### config.mk
export PLATFORM = sky130hd
export DESIGN_NAME = shell_argument_tokenizer_core
export DESIGN_NICKNAME = d
export VERILOG_FILES = /design/src/hw/rtl/sat_pkg.sv /design/src/hw/rtl/shell_argument_tokenizer_core.sv /design/src/hw/rtl/sat_front.sv /design/src/hw/rtl/sat_queue.sv /design/src/hw/rtl/sat_back.sv
export SDC_FILE = /design/constraint.sdc
export NUM_CORES = 1
export LEC_CHECK = 0
export ABC_AREA = 1
export BUFFER_PORTS_ARGS = -buffer_cell sky130_fd_sc_hd__buf_4
export CAP_MARGIN = 20
export CORE_UTILIZATION = 36
export DETAILED_ROUTE_END_ITERATION = 8
export GPL_TIMING_DRIVEN = 1
export PLACE_DENSITY = 0.61
export SLEW_MARGIN = 25
export SYNTH_ARGS = -nofsm -noshare
export SYNTH_HDL_FRONTEND = slang
export SYNTH_HIERARCHICAL = 1
export SYNTH_SLANG_ARGS = --single-unit
### constraint.sdc
create_clock -name clk -period 4.3 [get_ports clk]
set_input_delay 0.86 -clock clk [delete_from_list [all_inputs] [get_ports clk]]
set_output_delay 0.86 -clock clk [all_outputs]
set_load 0.02 [all_outputs]
### src/hw/rtl/sat_pkg.sv
// Shared types and codes of the shell argument tokenizer.
`timescale 1ns / 1ps

package sat_pkg;

	// Result kind, carried on m_tuser
	typedef enum logic [1:0] {
		KIND_BYTE    = 2'd0,
		KIND_END_ARG = 2'd1,
		KIND_END_CMD = 2'd2
	} kind_t;

	// One queued beat's worth of work: bytes first, then end of argument, then end of command
	typedef struct packed {
		logic [1:0] nbytes;
		logic [7:0] b0;
		logic [7:0] b1;
		logic       end_arg;
		logic       end_cmd;
	} entry_t;

	typedef struct packed {
		logic full;
		logic empty;
	} queue_status_t;

endpackage

### src/hw/rtl/shell_argument_tokenizer_core.sv
// Top level of the shell argument tokenizer: front end, entry queue and back end.
// Results of an accepted beat are written to the queue, then loaded into the output register by the back end.
// Throughput: one input beat per cycle while the queue is not full; the back end issues one result
//   beat per cycle while the result stream is not stalled, so a beat gives bursts of up to 4 results.
// The QUEUE_DEPTH-entry queue absorbs those bursts; s_tready drops only when it is full.
// Reset: arst_n clears the quote/escape/argument state, queue pointers and output valid.
`timescale 1ns / 1ps

module shell_argument_tokenizer_core #(
	parameter int QUEUE_DEPTH = 4
) (
	input  logic       clk,
	input  logic       arst_n,
	// input stream
	input  logic       s_tvalid,
	output logic       s_tready,
	input  logic [7:0] s_tdata,  // [7:0] data_byte
	input  logic       s_tuser,  // [0] has_byte
	input  logic       s_tlast,  // end_of_command
	// result stream
	output logic       m_tvalid,
	input  logic       m_tready,
	output logic [7:0] m_tdata,  // [7:0] out_byte
	output logic [1:0] m_tuser,  // [1:0] kind
	output logic       m_tlast   // last result of the input beat
);
	import sat_pkg::*;

	entry_t        wr_entry;
	entry_t        head;
	logic          wr_en;
	logic          pop;
	queue_status_t qstat;
	kind_t         kind;

	// Front: classifies each beat and updates tokenizer state at accept
	sat_front u_front (
		.clk            (clk),
		.arst_n         (arst_n),
		.in_valid       (s_tvalid),
		.in_ready       (s_tready),
		.has_byte       (s_tuser),
		.data_byte      (s_tdata),
		.end_of_command (s_tlast),
		.queue_full     (qstat.full),
		.wr_en          (wr_en),
		.wr_entry       (wr_entry)
	);

	// Queue decouples front from a stalled result stream
	sat_queue #(
		.DEPTH (QUEUE_DEPTH)
	) u_queue (
		.clk      (clk),
		.arst_n   (arst_n),
		.wr_en    (wr_en),
		.wr_entry (wr_entry),
		.pop      (pop),
		.rd_entry (head),
		.status   (qstat)
	);

	// Back: one result beat per cycle from the queue head while the result stream is not stalled
	sat_back u_back (
		.clk       (clk),
		.arst_n    (arst_n),
		.head      (head),
		.status    (qstat),
		.pop       (pop),
		.out_valid (m_tvalid),
		.out_ready (m_tready),
		.out_kind  (kind),
		.out_byte  (m_tdata),
		.out_last  (m_tlast)
	);

	assign m_tuser = kind;

endmodule

### src/hw/rtl/sat_front.sv
// Front end: takes input beats, tracks quote and escape state, builds queue entries.
`timescale 1ns / 1ps

module sat_front (
	input  logic            clk,
	input  logic            arst_n,
	input  logic            in_valid,
	output logic            in_ready,
	input  logic            has_byte,
	input  logic [7:0]      data_byte,
	input  logic            end_of_command,
	input  logic            queue_full,
	output logic            wr_en,
	output sat_pkg::entry_t wr_entry
);
	import sat_pkg::*;

	typedef enum logic [1:0] {
		Q_NONE   = 2'd0,
		Q_DOUBLE = 2'd1,
		Q_SINGLE = 2'd2
	} quote_t;

	localparam logic [7:0] CH_DQUOTE = 8'h22;
	localparam logic [7:0] CH_SQUOTE = 8'h27;
	localparam logic [7:0] CH_BSL    = 8'h5C;
	localparam logic [7:0] CH_F      = 8'h66;
	localparam logic [7:0] CH_N      = 8'h6E;
	localparam logic [7:0] CH_R      = 8'h72;
	localparam logic [7:0] CH_T      = 8'h74;
	localparam logic [7:0] CH_V      = 8'h76;
	localparam logic [7:0] CH_FF     = 8'h0C;
	localparam logic [7:0] CH_LF     = 8'h0A;
	localparam logic [7:0] CH_CR     = 8'h0D;
	localparam logic [7:0] CH_TAB    = 8'h09;
	localparam logic [7:0] CH_VT     = 8'h0B;
	localparam logic [7:0] CH_SPACE  = 8'h20;

	logic   in_arg_q;
	quote_t quote_q;
	logic   esc_q;

	logic   in_arg_d;
	quote_t quote_d;
	logic   esc_d;
	entry_t ent;
	logic   accept;

	function automatic logic is_blank(input logic [7:0] ch);
		return ch == CH_SPACE || ch == CH_TAB || ch == CH_LF || ch == CH_VT ||
		       ch == CH_FF || ch == CH_CR;
	endfunction

	always_comb begin
		quote_t q;
		logic   handled;
		in_arg_d = in_arg_q;
		quote_d  = quote_q;
		esc_d    = esc_q;
		ent      = '0;
		handled  = 1'b0;
		q        = (data_byte == CH_DQUOTE) ? Q_DOUBLE :
		           (data_byte == CH_SQUOTE) ? Q_SINGLE : Q_NONE;
		if (has_byte && (in_arg_d || !is_blank(data_byte))) begin
			if (!in_arg_d) begin
				in_arg_d = 1'b1;
				quote_d  = Q_NONE;
				esc_d    = 1'b0;
			end
			// quote open/close leaves the escape flag alone
			if (q != Q_NONE) begin
				if (quote_d == Q_NONE) begin
					quote_d = q;
					handled = 1'b1;
				end else if (quote_d == q) begin
					quote_d = Q_NONE;
					handled = 1'b1;
				end
			end else if (data_byte == CH_BSL && !esc_d) begin
				esc_d   = 1'b1;
				handled = 1'b1;
			end
			if (!handled) begin
				if (is_blank(data_byte) && quote_d == Q_NONE && !esc_d) begin
					in_arg_d    = 1'b0;
					ent.end_arg = 1'b1;
				end else if (quote_d != Q_NONE && esc_d) begin
					ent.nbytes = 2'd1;
					unique case (data_byte) inside
						CH_F: ent.b0 = CH_FF;
						CH_N: ent.b0 = CH_LF;
						CH_R: ent.b0 = CH_CR;
						CH_T: ent.b0 = CH_TAB;
						CH_V: ent.b0 = CH_VT;
						CH_DQUOTE, CH_SQUOTE, CH_BSL: ent.b0 = data_byte;
						default: begin
							// unknown escape keeps its backslash
							ent.nbytes = 2'd2;
							ent.b0     = CH_BSL;
							ent.b1     = data_byte;
						end
					endcase
					esc_d = 1'b0;
				end else begin
					ent.nbytes = 2'd1;
					ent.b0     = data_byte;
					esc_d      = 1'b0;
				end
			end
		end
		if (end_of_command) begin
			if (in_arg_d) begin
				ent.end_arg = 1'b1;
			end
			ent.end_cmd = 1'b1;
			in_arg_d    = 1'b0;
			quote_d     = Q_NONE;
			esc_d       = 1'b0;
		end
	end

	assign in_ready = !queue_full;
	assign accept   = in_valid && in_ready;
	assign wr_en    = accept && (ent.nbytes != 2'd0 || ent.end_arg || ent.end_cmd);
	assign wr_entry = ent;

	always_ff @(posedge clk or negedge arst_n) begin
		if (!arst_n) begin
			in_arg_q <= 1'b0;
			quote_q  <= Q_NONE;
			esc_q    <= 1'b0;
		end else if (accept) begin
			in_arg_q <= in_arg_d;
			quote_q  <= quote_d;
			esc_q    <= esc_d;
		end
	end

endmodule

### src/hw/rtl/sat_queue.sv
// Small register FIFO of work entries between front and back.
`timescale 1ns / 1ps

module sat_queue #(
	parameter int DEPTH = 4
) (
	input  logic                   clk,
	input  logic                   arst_n,
	input  logic                   wr_en,
	input  sat_pkg::entry_t        wr_entry,
	input  logic                   pop,
	output sat_pkg::entry_t        rd_entry,
	output sat_pkg::queue_status_t status
);
	import sat_pkg::*;

	localparam int PTR_W = (DEPTH > 1) ? $clog2(DEPTH) : 1;
	localparam int CNT_W = $clog2(DEPTH + 1);

	entry_t             mem_q [DEPTH];
	logic [PTR_W-1:0]   wr_ptr_q;
	logic [PTR_W-1:0]   rd_ptr_q;
	logic [CNT_W-1:0]   count_q;

	function automatic logic [PTR_W-1:0] next_ptr(input logic [PTR_W-1:0] p);
		return (p == PTR_W'(DEPTH - 1)) ? '0 : p + 1'b1;
	endfunction

	assign status.full  = count_q == CNT_W'(DEPTH);
	assign status.empty = count_q == '0;
	assign rd_entry     = mem_q[rd_ptr_q];

	always_ff @(posedge clk) begin
		if (wr_en) begin
			mem_q[wr_ptr_q] <= wr_entry;
		end
	end

	always_ff @(posedge clk or negedge arst_n) begin
		if (!arst_n) begin
			wr_ptr_q <= '0;
			rd_ptr_q <= '0;
			count_q  <= '0;
		end else begin
			if (wr_en) begin
				wr_ptr_q <= next_ptr(wr_ptr_q);
			end
			if (pop) begin
				rd_ptr_q <= next_ptr(rd_ptr_q);
			end
			if (wr_en && !pop) begin
				count_q <= count_q + 1'b1;
			end else if (pop && !wr_en) begin
				count_q <= count_q - 1'b1;
			end
		end
	end

	a_no_overflow: assert property (@(posedge clk) disable iff (!arst_n)
		wr_en |-> !status.full) else $error("queue written while full");
	a_no_underflow: assert property (@(posedge clk) disable iff (!arst_n)
		pop |-> !status.empty) else $error("queue popped while empty");
	a_count_range: assert property (@(posedge clk) disable iff (!arst_n)
		count_q <= CNT_W'(DEPTH)) else $error("queue count out of range");

endmodule

### src/hw/rtl/sat_back.sv
// Back end: unrolls queued entries into result beats through an output register.
`timescale 1ns / 1ps

module sat_back (
	input  logic                   clk,
	input  logic                   arst_n,
	input  sat_pkg::entry_t        head,
	input  sat_pkg::queue_status_t status,
	output logic                   pop,
	output logic                   out_valid,
	input  logic                   out_ready,
	output sat_pkg::kind_t         out_kind,
	output logic [7:0]             out_byte,
	output logic                   out_last
);
	import sat_pkg::*;

	logic [1:0] idx_q;
	logic       out_valid_q;
	kind_t      out_kind_q;
	logic [7:0] out_byte_q;
	logic       out_last_q;

	logic [2:0] n_res;
	logic       load;
	logic       res_last;
	kind_t      res_kind;
	logic [7:0] res_byte;

	assign n_res    = 3'(head.nbytes) + 3'(head.end_arg) + 3'(head.end_cmd);
	assign res_last = {1'b0, idx_q} == (n_res - 3'd1);
	assign load     = !status.empty && (!out_valid_q || out_ready);
	assign pop      = load && res_last;

	always_comb begin
		res_byte = 8'h00;
		if (idx_q < head.nbytes) begin
			res_kind = KIND_BYTE;
			res_byte = idx_q[0] ? head.b1 : head.b0;
		end else if (idx_q == head.nbytes && head.end_arg) begin
			res_kind = KIND_END_ARG;
		end else begin
			res_kind = KIND_END_CMD;
		end
	end

	always_ff @(posedge clk or negedge arst_n) begin
		if (!arst_n) begin
			idx_q       <= 2'd0;
			out_valid_q <= 1'b0;
		end else begin
			if (load) begin
				idx_q       <= res_last ? 2'd0 : idx_q + 2'd1;
				out_valid_q <= 1'b1;
			end else if (out_ready) begin
				out_valid_q <= 1'b0;
			end
		end
	end

	always_ff @(posedge clk) begin
		if (load) begin
			out_kind_q <= res_kind;
			out_byte_q <= res_byte;
			out_last_q <= res_last;
		end
	end

	assign out_valid = out_valid_q;
	assign out_kind  = out_kind_q;
	assign out_byte  = out_byte_q;
	assign out_last  = out_last_q;

	a_mid_entry_head: assert property (@(posedge clk) disable iff (!arst_n)
		idx_q != 2'd0 |-> !status.empty) else $error("entry lost mid-way");
	a_entry_nonempty: assert property (@(posedge clk) disable iff (!arst_n)
		!status.empty |-> (head.nbytes != 2'd0 || head.end_arg || head.end_cmd))
		else $error("empty entry queued");
	a_end_cmd_last: assert property (@(posedge clk) disable iff (!arst_n)
		out_valid_q && out_kind_q == KIND_END_CMD |-> out_last_q)
		else $error("end of command not last");
	a_marker_zero: assert property (@(posedge clk) disable iff (!arst_n)
		out_valid_q && out_kind_q != KIND_BYTE |-> out_byte_q == 8'h00)
		else $error("marker beat carries a byte");

endmodule

==> results of run 1 <==
layer usage:
layer	up-vias	part of all wire [%]	GRT usage (%)
li1	1764	-	-
met1	1599	47	19.5
met2	59	48	24.7
met3	7	4.0	3.55
met4	0	1.0	4.59
met5	-	0	0
where the power goes:
group / internal, uW / switching (uW)
Clock: 455 / 349
Sequential: 1360 / 99.4
Combinational: 535 / 1020
kinds of logic (layout without fill, tap and decap cells):
kind of cell / after synthesis / count (layout)
AO/OA/AOI/OAI: 69 / 69
XOR/XNOR: 2 / 2
adder cells (fa/ha/maj): 12 / 12
buffers and inverters: 110 / 144
flip-flops: 105 / 105
AND/OR/NAND/NOR: 223 / 223
final cells by class:
| type | instances | area (sq um) | area share [%] |
|---|---|---|---|
| sequential | 105 | 3080 | 52.4 |
| multi-input combinational | 306 | 1680 | 28.5 |
| inverter | 95 | 359 | 6.11 |
| timing repair buffer | 33 | 248 | 4.21 |
| clock buffer | 12 | 236 | 4.02 |
| tap | 180 | 225 | 3.83 |
| clock inverter | 4 | 52.6 | 0.894 |
metrics by stage:
step	cells	util, %	hold slack (ps)
final	735	41.7	361
after global routing	735	41.7	361
after CTS	735	41.7	352
after detailed placement	719	39.7	488
after global placement	719	39.7	476
after floorplan	521	-	453
state kept, by name, summed over array words and instances (netlist names):
signal            cells
u_front/esc_q         1
u_queue/rd_ptr_q      2
u_front/quote_q       2
u_queue/mem_q        80
u_back/out_byte       8
u_back/out_last       1
u_front/in_arg_q      1
u_back/out_valid      1
u_back/out_kind       2
u_queue/count_q       3
u_back/idx_q          2
u_queue/wr_ptr_q      2
path summary, 6_finish.rpt:
| path | slack [ps] | startpoint | cells after the start | endpoint |
|---|---|---|---|---|
| worst min-delay path | 360 | arst_n | 1 | u_front/quote_q[0] |
| worst min register to register | 500 | u_front/quote_q[1] | 2 | u_front/quote_q[1] |
| worst max-delay path | 640 | u_queue/rd_ptr_q[0] | 19 | u_queue/count_q[1] |
| max in group asynchronous | 3770 | arst_n | 1 | u_queue/wr_ptr_q[0] |
| worst max register to register | 640 | u_queue/rd_ptr_q[0] | 19 | u_queue/count_q[1] |
| min in group clk | 500 | u_front/quote_q[1] | 2 | u_front/quote_q[1] |
synth_stat cells (2+ instances only):
master / instances / share of area (%)
a21oi_1: 19 / 1.8
nand3_2: 3 / 0.57
xnor2_1: 2 / 0.33
fa_1: 2 / 0.76
buf_2: 2 / 0.19
o21ai_0: 7 / 0.66
ha_1: 10 / 2.4
nor2_1: 23 / 1.6
buf_4: 2 / 0.28
nand3_1: 7 / 0.66
nand2_1: 147 / 10
edfxtp_1: 91 / 52
nor2_4: 6 / 1.3
nand2_2: 11 / 1.3
inv_2: 9 / 0.64
dfrtp_1: 14 / 6.6
o211ai_1: 40 / 5.7
inv_1: 85 / 6.1
nand2_4: 5 / 1.1
nor2_2: 12 / 1.4
clkbuf_8: 3 / 0.78
buf_6: 7 / 1.5
nor3_1: 3 / 0.28
nand3b_1: 2 / 0.28
nand4_1: 2 / 0.24
worst max-delay path, cell delays in order (launching register included):
cell	delay (ps)
dfrtp_1	420
inv_4	270
buf_4	450
nand2_1	90
o211ai_1	100
nand2_1	100
ha_1	200
inv_1	70
fa_1	430
nand2_1	100
nand2_2	70
nor2_4	110
nand3_2	100
inv_1	150
inv_1	60
ha_1	190
inv_1	90
fa_1	420
nand2_1	80
nand2_1	50
==> summary.md, run 1 <==
| Metric | Value |
|---|---|
| Via/cell ratio | ~4.7 |
| Hold Crit Class | input port to async pin |
| Nets | between 500 and 600 |
| Mux cell area share after synthesis | 0% |
| Clock Latency Late Sink | about 350 ps |
| Fmax | around 270 MHz |
| CP max FO | between 40 and 50 |
| CTS tree | done |
| Setup TNS Final | 0 ps |
| Vias | roughly 3400 |
| CTS Hold Bufs | 0 |
| DP Area | 0.00559 sq mm |
| Total power | between 3000 and 4000 uW |
| Antenna cells | 0 |
| PwrDens | about 650 mW/mm^2 |
| Share of cells above drive strength 1 | 17.3% |
| Clk slew on worst S/H paths | 70 ps |
| I/O pin count | 27 |
| Post-Synth XOR/XNOR Area | less than 1% |
| Drt wl/cell | 13.9 microns |
| Status | completed |
| Post-synthesis compound-gate area fraction | between 8 and 9% |
| DIE HEIGHT | between 100 and 150 microns |
| Adder-Cell Fraction of Synth Area | 3.13% |
| Clock buffer depth | 2 |
| # port buffers | 26 |
| Post-CTS Setup Repair Bufs | 0 |
| Global-route wire length before repair | roughly 17000 microns |
| Clock sinks | approximately 110 |
| Grt ovf | 0 |
| Main combinational cell family by area after synthesis | simple AND/OR/NAND/NOR gates |
| Startpoint Class | register |
| Die area | 0.0151 sq mm |
| # DRC | 0 |
| # fillers | 1400 |
| Max Cap Viol | 0 |
| CTS Buf Count | 9 |
| Pins Over Slew Limit | 0 |
| Most common cell after layout, fill and taps aside | nand2_1 |
| VDD IR max | about 0.28 mV |
| DPL Wire Length | about 7100 microns |
| Largest net degree at the start of global routing | 46 |
| Tmin final | around 3700 ps |
| Ys async rst share | 13.3% |
| Root buf cell | clkbuf_16 |
| Synth Area in Simple Gates | roughly 20% |
| Worst slew pin tran | slightly above 600 ps |
| Syn. warnings | 6 |
| Leak | roughly 0.0026 uW |
| Synth Net Count | between 500 and 600 |
| Global placer's final weighted congestion | between 0.8 and 0.9 |
| Worst slack, placed | ~650 ps |
| Critical path arrival | between 3000 and 4000 ps |
| Post-Route WL | approximately 10000 microns |
| Synth cell types | 32 |
| Mapped Area | 0.00527 sq mm |
| Main synth FF type | edfxtp_1 |
| EDFF count, synth | 91 |
| Initial antenna violation count | 0 |
| Critical setup path kind | register to register |
| 1st-iter DRT viols | between 150 and 200 |
| DR pass1 iterations | 4 |
| RSZ-0062 raised after global routing | false |
| Vias in the first global route | around 3400 |
| Worst Setup End Kind | register |
| Post-synthesis sequential area ratio | roughly three fifths |
| Final Skew | between 10 and 15 ps |
| Max_slew headroom | between 50 and 60% |
| Tot GR Track Use | between 10 and 15% |
| Most frequent cells in the layout | nand2_1 (147), edfxtp_1 (91), inv_1 (85) |
| Overall die width | roughly 120 microns |
| Core Area | between 0.01 and 0.015 sq mm |
| Post-route ant nets | 0 |
| Number of synthesized register bits | between 100 and 150 |
| FP Rows | 43 |
| Worst setup margin | ~640 ps |
| Final Hold Fails | 0 |
| Final Instance Area | a little under 0.006 sq mm |
| Layout overhead on the synthesized area | 11.6% |
| H-Tree Depth | 3 |
| Avg Cell Area, Syn | 10.1 sq um |
| Post-cts sizing count | 0 |
| Final period utilization | roughly 85% |
| Post-Syn Instances | 521 |
| Final setup viols | 0 |
| Initial Utilization | around 37% |
| CP required | approximately 4500 ps |
Power figures use the tool's default switching activity.
==> run 2: changes to the inputs <==
--- a/config.mk
+++ b/config.mk
@@ -9,6 +9,7 @@
 export BUFFER_PORTS_ARGS = -buffer_cell sky130_fd_sc_hd__buf_4
 export CAP_MARGIN = 20
 export CORE_UTILIZATION = 36
+export CTS_BUF_LIST = sky130_fd_sc_hd__clkbuf_4 sky130_fd_sc_hd__clkbuf_8
 export DETAILED_ROUTE_END_ITERATION = 8
 export GPL_TIMING_DRIVEN = 1
 export PLACE_DENSITY = 0.61
==> summary.md, run 2 (synthesis results as in run 1) <==
| Metric | Value |
|---|---|
| Status | completed |
| # DRC | 0 (unchanged) |
| Post-CTS Setup Repair Bufs | 0 (unchanged) |
| Antenna cells | 0 (unchanged) |
| CP max FO | 45 (unchanged) |
| Worst slew pin tran | 617 ps (+13.4 ps) |
| Non-filler cells, final | 735 (unchanged) |
| Grt ovf | 0 (unchanged) |
| Most frequent cells in the layout | nand2_1 (147), edfxtp_1 (91), inv_1 (85) |
| Final Skew | 16.9 ps (+5.29 ps) |
| Initial antenna violation count | 0 (unchanged) |
| DPL Wire Length | 7130 microns (unchanged) |
| VDD IR max | 0.277 mV (+0.31%) |
| Global-route met2 utilization | 24.8% (+0.035 points) |
| Worst Setup End Kind | register |
| Leak | 0.00258 uW (-1.4%) |
| 1st-iter DRT viols | 173 (+2.4%) |
| Tmin final | 3670 ps (+9.01 ps) |
| Final setup viols | 0 (unchanged) |
| CP required | 4570 ps (+40 ps) |
| Nets | 576 (unchanged) |
| Core Area | 0.0141 sq mm (unchanged) |
| Overall die width | 123 microns (unchanged) |
| DR pass1 iterations | 4 (unchanged) |
| Initial Utilization | 37.4% (unchanged) |
| Hold_ws | 323 ps (-37.4 ps) |
| Grt met3 use | 3.97% (+0.42 points) |
| Share of cells above drive strength 1 | 17.8% (+0.54 points) |
| Via/cell ratio | 4.66 (about the same) |
| Busiest grt layer | met2 |
| Max Cap Viol | 0 (unchanged) |
| Final Hold Fails | 0 (unchanged) |
| Die area | 0.0151 sq mm (unchanged) |
| Global placer's final weighted congestion | 0.871 (unchanged) |
| # fillers | 1412 (+0.86%) |
| PwrDens | 629 mW/mm^2 (-3.3%) |
| CTS Buf Count | 9 (unchanged) |
| Largest net degree at the start of global routing | 46 (unchanged) |
| CP startpoint | u_queue/rd_ptr_q[0] |
| I/O pin count | 27 (unchanged) |
| H-Tree Depth | 3 (unchanged) |
| Clock buffer depth | 2 (unchanged) |
| Placed cell count | 719 (unchanged) |
| Critical setup path kind | register to register |
| CTS Hold Bufs | 0 (unchanged) |
| Tot GR Track Use | 15.0% (+0.020 points) |
| DIE HEIGHT | 123 microns (unchanged) |
| Startpoint Class | register |
| Layout overhead on the synthesized area | 9.85% |
| Post-Route WL | 10200 microns (+0.17%) |
| Hold Crit Class | input port to async pin |
| Max_slew headroom | 58.9% (-0.89 points) |
| Vias | 3428 (-0.029%) |
| Fmax | 273 MHz (-0.25%) |
| CTS tree | done |
| Clock sinks | 105 (unchanged) |
| Drt wl/cell | 13.9 microns (+0.17%) |
| Vias in the first global route | 3369 (-0.089%) |
| Critical path arrival | 3940 ps (+50 ps) |
| # port buffers | 26 (unchanged) |
| Pins Over Slew Limit | 0 (unchanged) |
| Post-route ant nets | 0 (unchanged) |
| Biggest register | u_queue/mem_q |
| Max reg flops | 80 (unchanged) |
| Root buf cell | clkbuf_8 |
| FP Rows | 43 (unchanged) |
| GR Layer Usage met1 | 19.4% (-0.060 points) |
| Final period utilization | 85.3% (+0.21 points) |
| Post-cts sizing count | 0 (unchanged) |
| RSZ-0062 raised after global routing | false |
| Clk slew on worst S/H paths | 100 ps (+30 ps) |
| Clock Latency Late Sink | 370 ps (+20 ps) |
| Reg2reg start | u_queue/rd_ptr_q[0] |
| Setup TNS Final | 0 ps (unchanged) |
| Most common cell after layout, fill and taps aside | nand2_1 |
| Global-route wire length before repair | 16800 microns (+0.25%) |
[run 2: changes by cell type in the layout (fill, tap and decap cells not counted)]
| cell | change |
|---|---|
| clkbuf_16 | -9 |
| clkbuf_8 | +9 |
| clkbuf_1 | -3 |
| clkbuf_4 | +3 |
[run 2: area by class of cell]
class                   instances  area, sq um  area share (%)
clock buffers                  12          146            2.53
well taps                     180          225            3.89
flip-flops and latches        105         3080            53.2
inverters                      95          359            6.20
multi-input cells             306         1680            29.0
clock inverters                 4         52.6           0.908
repair buffers                 33          248            4.28
[run 2: stage by stage]
| step | area (sq um) | util [%] | setup WS (ps) | power (uW) |
|---|---|---|---|---|
| final | 5790 | 41.1 | 631 | 3640 |
| after global routing | 5790 | 41.1 | 310 | 3930 |
| after CTS | 5790 | 41.1 | 640 | 3680 |
| after detailed placement | 5590 | 39.7 | 648 | 3060 |
| after global placement | 5590 | 39.7 | 690 | 3000 |
| after floorplan | 5270 | - | 1100 | 2700 |
[run 2: worst paths after layout]
check | cells after the start | end | slack [ps]
setup reg to reg | 19 | u_queue/count_q[1] | 630
hold / removal | 1 | u_queue/count_q[1] | 320
max in group asynchronous | 1 | u_queue/wr_ptr_q[0] | 3800
hold reg to reg | 2 | u_front/quote_q[1] | 500
setup / recovery | 19 | u_queue/count_q[1] | 630
min in group clk | 2 | u_front/quote_q[1] | 500
[run 2: power breakdown]
group	switching, uW	internal [uW]
sequential	99.5	1360
combinational	1030	535
clock	328	293
[run 2: worst max-delay path: stages, from the launching register on]
cell and delay (ps):
dfrtp_1 430, inv_4 270, buf_4 450, nand2_1 90, o211ai_1 100, nand2_1 100, ha_1 200, inv_1 60
fa_1 430, nand2_1 100, nand2_2 70, nor2_4 110, nand3_2 100, inv_1 150, inv_1 60, ha_1 190
inv_1 90, fa_1 420, nand2_1 80, nand2_1 50
[run 2: routing by layer]
layer	up-vias	wire length, microns
li1	1765	-
met1	1594	4750
met2	60	4910
met3	9	442
met4	0	128
met5	-	0
==> run 3: changes to the inputs <==
--- a/config.mk
+++ b/config.mk
@@ -8,11 +8,11 @@
 export ABC_AREA = 1
 export BUFFER_PORTS_ARGS = -buffer_cell sky130_fd_sc_hd__buf_4
 export CAP_MARGIN = 20
-export CORE_UTILIZATION = 36
+export CORE_UTILIZATION = 55
 export CTS_BUF_LIST = sky130_fd_sc_hd__clkbuf_4 sky130_fd_sc_hd__clkbuf_8
 export DETAILED_ROUTE_END_ITERATION = 8
 export GPL_TIMING_DRIVEN = 1
-export PLACE_DENSITY = 0.61
+export PLACE_DENSITY = 0.82
 export SLEW_MARGIN = 25
 export SYNTH_ARGS = -nofsm -noshare
 export SYNTH_HDL_FRONTEND = slang
==> summary.md, run 3 (synthesis results as in run 1) <==
| Metric | Value |
|---|---|
| CTS Buf Count | 9 (unchanged) |
| Post-route ant nets | 0 (unchanged) |
| DIE HEIGHT | 99.9 microns (-19%) |
| Max Cap Viol | 0 (unchanged) |
| Max_slew headroom | 63.0% (+4.1 points) |
| Total power | 3680 uW (+1.2%) |
| DP Area | 0.00554 sq mm (-0.87%) |
| Overall die width | 99.9 microns (-19%) |
| Share of cells above drive strength 1 | 18.0% (+0.12 points) |
| Leak | 0.00260 uW (+0.48%) |
| Post-Route WL | 9720 microns (-5.0%) |
| Final Instance Area | 0.00576 sq mm (-0.48%) |
| Clk slew on worst S/H paths | 100 ps (about the same) |
| Global-route wire length before repair | 16200 microns (-3.5%) |
| I/O pin count | 27 (unchanged) |
| Core Area | 0.00928 sq mm (-34%) |
| Setup TNS Final | 0 ps (unchanged) |
| Largest net degree at the start of global routing | 42 (-8.7%) |
| FP Rows | 35 (-19%) |
| Global placer's final weighted congestion | 0.883 (+1.4%) |
| # DRC | 0 (unchanged) |
| Vias in the first global route | 3487 (+3.5%) |
| Nets | 578 (+0.35%) |
| RSZ-0062 raised after global routing | false |
| Post-cts sizing count | 0 (unchanged) |
| Critical setup path kind | register to register |
| H-Tree Depth | 3 (unchanged) |
| Initial antenna violation count | 0 (unchanged) |
| VDD IR max | 0.313 mV (+13%) |
| Post-CTS Setup Repair Bufs | 0 (unchanged) |
| Biggest register | u_queue/mem_q |
| Initial Utilization | 56.8% (+19 points) |
| Tmin final | 3630 ps (-38.9 ps) |
| Status | completed |
| Vias | 3522 (+2.7%) |
| CTS Hold Bufs | 0 (unchanged) |
| Worst slew pin tran | 551 ps (-66.1 ps) |
| PwrDens | 639 mW/mm^2 (+1.7%) |
| Root buf cell | clkbuf_8 |
| Most frequent cells in the layout | nand2_1 (147), edfxtp_1 (91), inv_1 (85) |
| DPL Wire Length | 7070 microns (-0.97%) |
| # port buffers | 26 (unchanged) |
| Final Hold Fails | 0 (unchanged) |
| Worst slack, placed | 702 ps (+54.5 ps) |
| Clock Latency Late Sink | 360 ps (about the same) |
| Final setup viols | 0 (unchanged) |
| CP max FO | 41 (-8.9%) |
| Tot GR Track Use | 21.4% (+6.5 points) |
| Worst Setup End Kind | register |
| Via/cell ratio | 5.13 (+10%) |
| Layout overhead on the synthesized area | 9.33% |
| Clock buffer depth | 2 (unchanged) |
| DR pass1 iterations | 4 (unchanged) |
| CTS tree | done |
| Pins Over Slew Limit | 0 (unchanged) |
| Critical path arrival | 3890 ps (-50 ps) |
| Grt ovf | 0 (unchanged) |
| Max reg flops | 80 (unchanged) |
| Clock sinks | 105 (unchanged) |
| Worst setup margin | 670 ps (+38.9 ps) |
| Startpoint Class | register |
| CP required | 4560 ps (about the same) |
| 1st-iter DRT viols | 232 (+34%) |
| Hold Crit Class | input port to async pin |
| Die area | 0.00998 sq mm (-34%) |
| Drt wl/cell | 14.2 microns (+1.8%) |
| Final period utilization | 84.4% (-0.90 points) |
| # fillers | 755 (-47%) |
| Most common cell after layout, fill and taps aside | nand2_1 |
| Fmax | 276 MHz (+1.1%) |
| Util after Layout | 62.1% (+21 points) |
| Final Skew | 15.0 ps (-1.88 ps) |
| Antenna cells | 0 (unchanged) |
run 3: area by class of cell:
class	instances	area [sq um]	share of cell area (%)
Multi-Input combinational cell	306	1680	29.1
Timing Repair Buffer	35	263	4.56
Inverter	95	359	6.23
Tap cell	129	161	2.80
Clock buffer	10	131	2.28
Sequential cell	105	3080	53.5
Clock inverter	6	88.8	1.54
run 3: worst max-delay path, stage by stage (launching register included):
cell and delay [ps]:
dfrtp_1 430, inv_4 280, buf_4 430, nand2_1 90, o211ai_1 120, nand2_1 170
fa_1 600, inv_1 60, nand2_2 50, nand2_2 60, nor2_4 120, nand3_2 90
inv_1 150, inv_1 60, ha_1 190, inv_1 80, fa_1 410, nand2_1 70
nand2_1 40
run 3: report_power, final:
part	internal, uW	switching [uW]	total (uW)
combinational	546	1010	1560
sequential	1360	113	1470
clock	337	320	657
run 3: final timing paths:
path                                     start             endpoint  slack (ps)  cells past startpoint
max in group asynchronous               arst_n  u_queue/wr_ptr_q[0]        3790                      1
hold / removal                          arst_n      u_back/idx_q[0]         330                      1
setup / recovery           u_queue/rd_ptr_q[0]   u_queue/count_q[1]         670                     18
hold reg to reg             u_front/quote_q[1]   u_front/quote_q[1]         500                      2
setup reg to reg           u_queue/rd_ptr_q[0]   u_queue/count_q[1]         670                     18
min in group clk            u_front/quote_q[1]   u_front/quote_q[1]         500                      2
run 3: routing by layer:
metal	vias to the layer above	global-route usage (%)	wire length (microns)
li1	1762	-	-
met4	0	6.79	125
met5	-	0	0
met3	12	3.62	445
met2	82	37.7	4940
met1	1666	27.2	4210
run 3: through the flow:
stage | instances | hold WS (ps)
5_1_grt | 686 | 331
3_3_place_gp | 670 | 476
3_5_place_dp | 670 | 479
4_1_cts | 686 | 322
6_report | 686 | 331
2_1_floorplan | 521 | 453
